### config.mk
export PLATFORM = sky130hd
export DESIGN_NAME = ncc_accum
export DESIGN_NICKNAME = d
export VERILOG_FILES = /design/src/hw/rtl/ncc_pkg.sv /design/src/hw/rtl/ncc_accum.sv
export SDC_FILE = /design/constraint.sdc
export NUM_CORES = 1
export LEC_CHECK = 0
export BUFFER_PORTS_ARGS = -buffer_cell sky130_fd_sc_hd__buf_2
export CORE_MARGIN = 4
export CORE_UTILIZATION = 40
export CTS_CLUSTER_SIZE = 12
export DETAILED_ROUTE_END_ITERATION = 8
export GPL_ROUTABILITY_DRIVEN = 0
export HOLD_SLACK_MARGIN = 0.03
export PLACE_DENSITY = 0.65
export SETUP_SLACK_MARGIN = 0.05
export SLEW_MARGIN = 0
export SYNTH_ARGS = -nofsm -noshare
export SYNTH_HDL_FRONTEND = slang
export SYNTH_SLANG_ARGS = --single-unit
### constraint.sdc
create_clock -name clk -period 23.1 [get_ports clk]
set_clock_uncertainty 0.2 [all_clocks]
set_input_delay 2.31 -clock clk [delete_from_list [all_inputs] [get_ports clk]]
set_output_delay 2.31 -clock clk [all_outputs]
set_load 0.02 [all_outputs]
### src/hw/rtl/ncc_pkg.sv
`default_nettype none

package ncc_pkg;

  // Default sizing of the stored tables.
  localparam int DEF_MAX_CLUSTERS = 16;
  localparam int DEF_MAX_FEATURES = 1024;

  // Field widths.
  localparam int VALUE_W = 16;
  localparam int ACC_W   = 42;
  localparam int CNT_W   = 32;
  localparam int LABEL_W = 4;
  localparam int CFG_W   = 5;

  localparam logic [CFG_W-1:0] CFG_RESET = CFG_W'(16);
  localparam logic [ACC_W-1:0] ACC_MAX   = '1;

  // Request codes on req_type.
  typedef enum logic [1:0] {
    REQ_LOAD_CEN   = 2'd0,
    REQ_LOAD_CLASS = 2'd1,
    REQ_QUERY      = 2'd2,
    REQ_CLEAR      = 2'd3
  } req_t;

  // Sequencer states.
  typedef enum logic [2:0] {
    ST_IDLE,
    ST_PASS,
    ST_DRAIN,
    ST_CLASS,
    ST_EMIT
  } state_t;

  // Control from the sequencer to the accumulator unit.
  typedef struct packed {
    logic issue;  // read one accumulator entry this cycle
    logic clear;  // drop all accumulators back to zero
  } acc_ctl_t;

endpackage

`default_nettype wire

### src/hw/rtl/ncc_accum.sv
`default_nettype none

// Accumulator memory with a read-modify-write pipeline and running minimum.
// S1: memory data in, |diff|^2.  S2: saturating add, write back.  S3: min.
module ncc_accum #(
  parameter int MAX_CLUSTERS = ncc_pkg::DEF_MAX_CLUSTERS,
  localparam int CW = $clog2(MAX_CLUSTERS)
) (
  input  logic                        clk,
  input  logic                        rst,
  input  ncc_pkg::acc_ctl_t           ctl,
  input  logic [CW-1:0]               idx,
  input  logic [ncc_pkg::VALUE_W-1:0] feat,
  input  logic [ncc_pkg::VALUE_W-1:0] cen,
  output logic                        pipe_busy,
  output logic [CW-1:0]               best_idx,
  output logic [ncc_pkg::ACC_W-1:0]   best_dist
);

  localparam int VW = ncc_pkg::VALUE_W;
  localparam int AW = ncc_pkg::ACC_W;

  logic [AW-1:0]           acc_mem [MAX_CLUSTERS];
  logic [MAX_CLUSTERS-1:0] vld;

  // S1
  logic          v1;
  logic [CW-1:0] idx1;
  logic [AW-1:0] acc_rd;
  logic          vld1;
  logic [VW:0]   diff;
  logic [VW-1:0] absd;
  logic [2*VW-1:0] sq1;

  // S2
  logic          v2;
  logic [CW-1:0] idx2;
  logic [2*VW-1:0] sq2;
  logic [AW-1:0] acc2;
  logic [AW:0]   sum;
  logic [AW-1:0] acc_new;

  // S3
  logic          v3;
  logic [CW-1:0] idx3;
  logic [AW-1:0] acc3;

  assign diff = {1'b0, cen} - {1'b0, feat};
  assign absd = diff[VW] ? VW'(~diff + 1'b1) : diff[VW-1:0];
  assign sq1  = (2*VW)'(absd) * (2*VW)'(absd);

  assign sum     = (AW+1)'(acc2) + (AW+1)'(sq2);
  assign acc_new = sum[AW] ? ncc_pkg::ACC_MAX : sum[AW-1:0];

  assign pipe_busy = v1 | v2 | v3;

  always_ff @(posedge clk) begin
    if (ctl.issue) begin
      acc_rd <= acc_mem[idx];
      vld1   <= vld[idx];
    end
    if (v2) begin
      acc_mem[idx2] <= acc_new;
    end
  end

  always_ff @(posedge clk) begin
    if (rst) begin
      v1  <= 1'b0;
      v2  <= 1'b0;
      v3  <= 1'b0;
      vld <= '0;
    end else begin
      v1 <= ctl.issue;
      v2 <= v1;
      v3 <= v2;
      if (ctl.clear) begin
        vld <= '0;
      end else if (v2) begin
        vld[idx2] <= 1'b1;
      end
    end
  end

  always_ff @(posedge clk) begin
    idx1 <= idx;
    idx2 <= idx1;
    sq2  <= sq1;
    acc2 <= vld1 ? acc_rd : '0;
    idx3 <= idx2;
    acc3 <= acc_new;
    // strict less-than in index order: lowest index wins a tie
    if (v3 && (idx3 == '0 || acc3 < best_dist)) begin
      best_idx  <= idx3;
      best_dist <= acc3;
    end
  end

endmodule

`default_nettype wire
==> run_results.csv <==
group,metric,value,unit
logic_synthesis,synth_area_leader_cell,"edfxtp_1",
clock_network,cts_max_level,3,
grt,grt_pass1_wl,144000,µm
logic_synthesis,synth_compound_area_share,4.29,%
setup_path,cp-end-kind,"register",
floorplan,core,105000,µm²
detailed_routing,vias_per_cell,5.26,
logic_synthesis,synth_area,42500,µm²
clock_network,cts_tree,"yes",
logic_synthesis,synth-simple-area-share,4.68,%
timing,maxSlewViolCount,0,
logic_synthesis,yosysSeqAreaShare,60.7,%
detailed_routing,drt_iter0_drc,1863,
detailed_routing,drc_errors,0,
timing,maxSlewHeadroom,21.8,%
clock_network,clock_sinks,907,
logic_synthesis,ys.warnings.count,0,
flow_run,drv_cap,0,
logic_synthesis,synthMuxAreaShare,11.5,%
detailed_routing,detail_route.first_pass.iterations,5,
clock_network,post_cts_buffers,0,
logic_synthesis,synth_fa_ha_area_share,13.4,%
logic_synthesis,syn_nets,3052,
logic_synthesis,synth.distinct_cells,75,
timing,tightest_slew,1.17,ns
logic_synthesis,yosysTopAreaCellShare,53.8,%
floorplan,start_util,40.3,%
floorplan,die_h,334,µm
clock_network,clockBufferDepth,3,
clock_network,cts-root-buf,"clkbuf_16",
final_layout,area_growth,11.7,%
detailed_routing,num_vias,22400,
logic_synthesis,syn_avg_cell_area,16.0,µm²
logic_synthesis,yosys.area_share.xor_xnor,1.89,%
logic_synthesis,synth_top_family_by_area,"adder cells",
grt,grt_pass1_vias,23600,
logic_synthesis,ys_async_sr_fraction,0,%
grt,met1_usage,24.0,%
logic_synthesis,syn_inst,2658,
clock_network,cts.clk_slew.worst_paths,0.06,ns
timing,fin_tns_setup,0,ns
grt,grt_util_all_layers,16.8,%
setup_path,crit_type,"in2reg",
logic_synthesis,synth_common_cells,"761 x edfxtp_1, 309 x inv_1, 215 x mux4_2",
run_status,status,"complete, no violations",
logic_synthesis,yosysMostFrequentCell,"edfxtp_1",
logic_synthesis,synthTopCellsByArea,"edfxtp_1 54%, mux4_2 11%, fa_1 7.8%, dfxtp_1 6.9%, ha_1 5.5%",
timing,timing.final.crit_period,11.15,ns
setup_path,cp-start-kind,"primary input",
grt,antenna_found_initial,2,
clock_network,cts_buffers,90,
grt,grt_most_used_layer,"met2",
floorplan,ios,87,
detailed_routing,wirelength,92200,µm
grt,globalRouteMet3Util,2.56,%
detailed_routing,wire_per_inst,21.6,µm
floorplan,rows,119,
setup_path,slowest_stage,"xnor2_2",
final_layout,n_antenna_cell,0,
clock_network,hold_buffers,0,
timing,setup_viol,0,
placement,port_buffers,86,
floorplan,fp.dieW,334,µm
grt,use_met2,27.4,%
setup_path,crit_arrival,11.44,ns
setup_path,critPathMostFrequentCell,"fa_1",
final_layout,drive_gt1_share,17.1,%
setup_path,worstPathRequired,23.39,ns
clock_network,cts_resized,0,
final_layout,final_nets,3194,
setup_path,worstPathMaxFanout,16,
min_path,hp-class,"reg2reg",
detailed_routing,ant_nets,0,
floorplan,die_area,111000,µm²
timing,fin_crit_sh,48.3,%
timing,rsz0062_at_grt,"false",
timing,max_freq,89.7,MHz
grt,grt_max_degree,90,
timing,finalHoldViolCount,0,
placement,hpwl,55200,µm
grt,gr-total-overflow,0,
logic_synthesis,synthFlopType,"edfxtp_1",
logic_synthesis,synth-edff-count,761,
clock_network,insertion_delay,0.63,ns
logic_synthesis,ys_ff_latch,907,
setup_path,slowest_delay,0.69,ns
-- sequential cells by signal, indices dropped and copies added (netlist names), 16 cells and up --
name / cells
acc2: 42
vld: 16
sq2: 31
best_dist: 42
acc_rd: 42
acc3: 42
acc_mem: 672
-- cell usage in the layout (no fill, tap or decap), types with 16 or more instances in the layout --
cell and count:
buf_4 42, buf_2 83, nand3_1 21, o21a_1 26, xor2_1 37, clkbuf_16 93
o21ai_0 38, a21oi_1 69, a31oi_1 16, ha_1 188, inv_1 309, edfxtp_1 761
a21o_1 50, fa_1 166, mux4_2 215, and2_1 45, xnor2_1 49, nor2_1 116
clkbuf_1 55, nand2b_1 17, nand2_1 120, dfxtp_1 146
-- final timing paths --
kind	start	endpoint	slack (ns)	depth (start not counted)
max reg2reg	sq2[0]$_DFF_P_	acc_mem[12][40]$_DFFE_PP_	17.12	12
max	feat[0]	sq2[28]$_DFF_P_	11.95	34
min reg2reg	idx1[2]$_DFF_P_	idx2[2]$_DFF_P_	0.13	0
min	idx1[2]$_DFF_P_	idx2[2]$_DFF_P_	0.13	0
-- final cells by class --
class | count | area, µm²
clock buffers | 150 | 2560
fillers | 9161 | 58000
clock inverters | 16 | 110
repair buffers | 127 | 757
well taps | 1391 | 1740
multi-input cells | 1351 | 15300
flip-flops and latches | 907 | 25800
inverters | 323 | 1210
-- metal layers --
layer	routed length, µm	up-vias
li1	-	10100
met1	40900	11600
met2	44200	664
met3	5630	104
met4	1410	0
met5	0	-
-- critical path: cells and delay by family --
family                   cells  cell delay (ns)
adder cells (fa/ha/maj)      9             3.88
AO/OA/AOI/OAI               14             3.06
XOR/XNOR                     2             0.90
AND/OR/NAND/NOR              3             0.79
buffers and inverters        5             0.30
multiplexers                 1             0.17
-- logic make-up (layout without fill, tap and decap cells) --
family	after synthesis	count (layout)
AOI/OAI and AO/OA	272	272
xor gates and xnor gates	89	89
adders and majority gates	354	354
muxes	219	219
and+or+nand+nor	417	417
buffers and inverters	400	616
DFF	907	907
-- per-stage QoR --
| step | setup slack [ns] | instances | hold WS, ns | area (µm²) | util [%] |
|---|---|---|---|---|---|
| after global placement | 11.47 | 4099 | 0.110 | 44800 | 42.5 |
| after floorplan | 12.42 | 2658 | 0.110 | 42500 | - |
| after global routing | 11.47 | 4265 | 0.143 | 47500 | 45.0 |
| after CTS | 12.02 | 4265 | 0.126 | 47500 | 45.0 |
| final | 11.95 | 4265 | 0.126 | 47500 | 45.0 |
| after detailed placement | 11.37 | 4099 | 0.112 | 44800 | 42.5 |
Power is left out: the tool's default activity adds up to more than one toggle a clock period on the data nets, which glitch-free logic cannot reach.
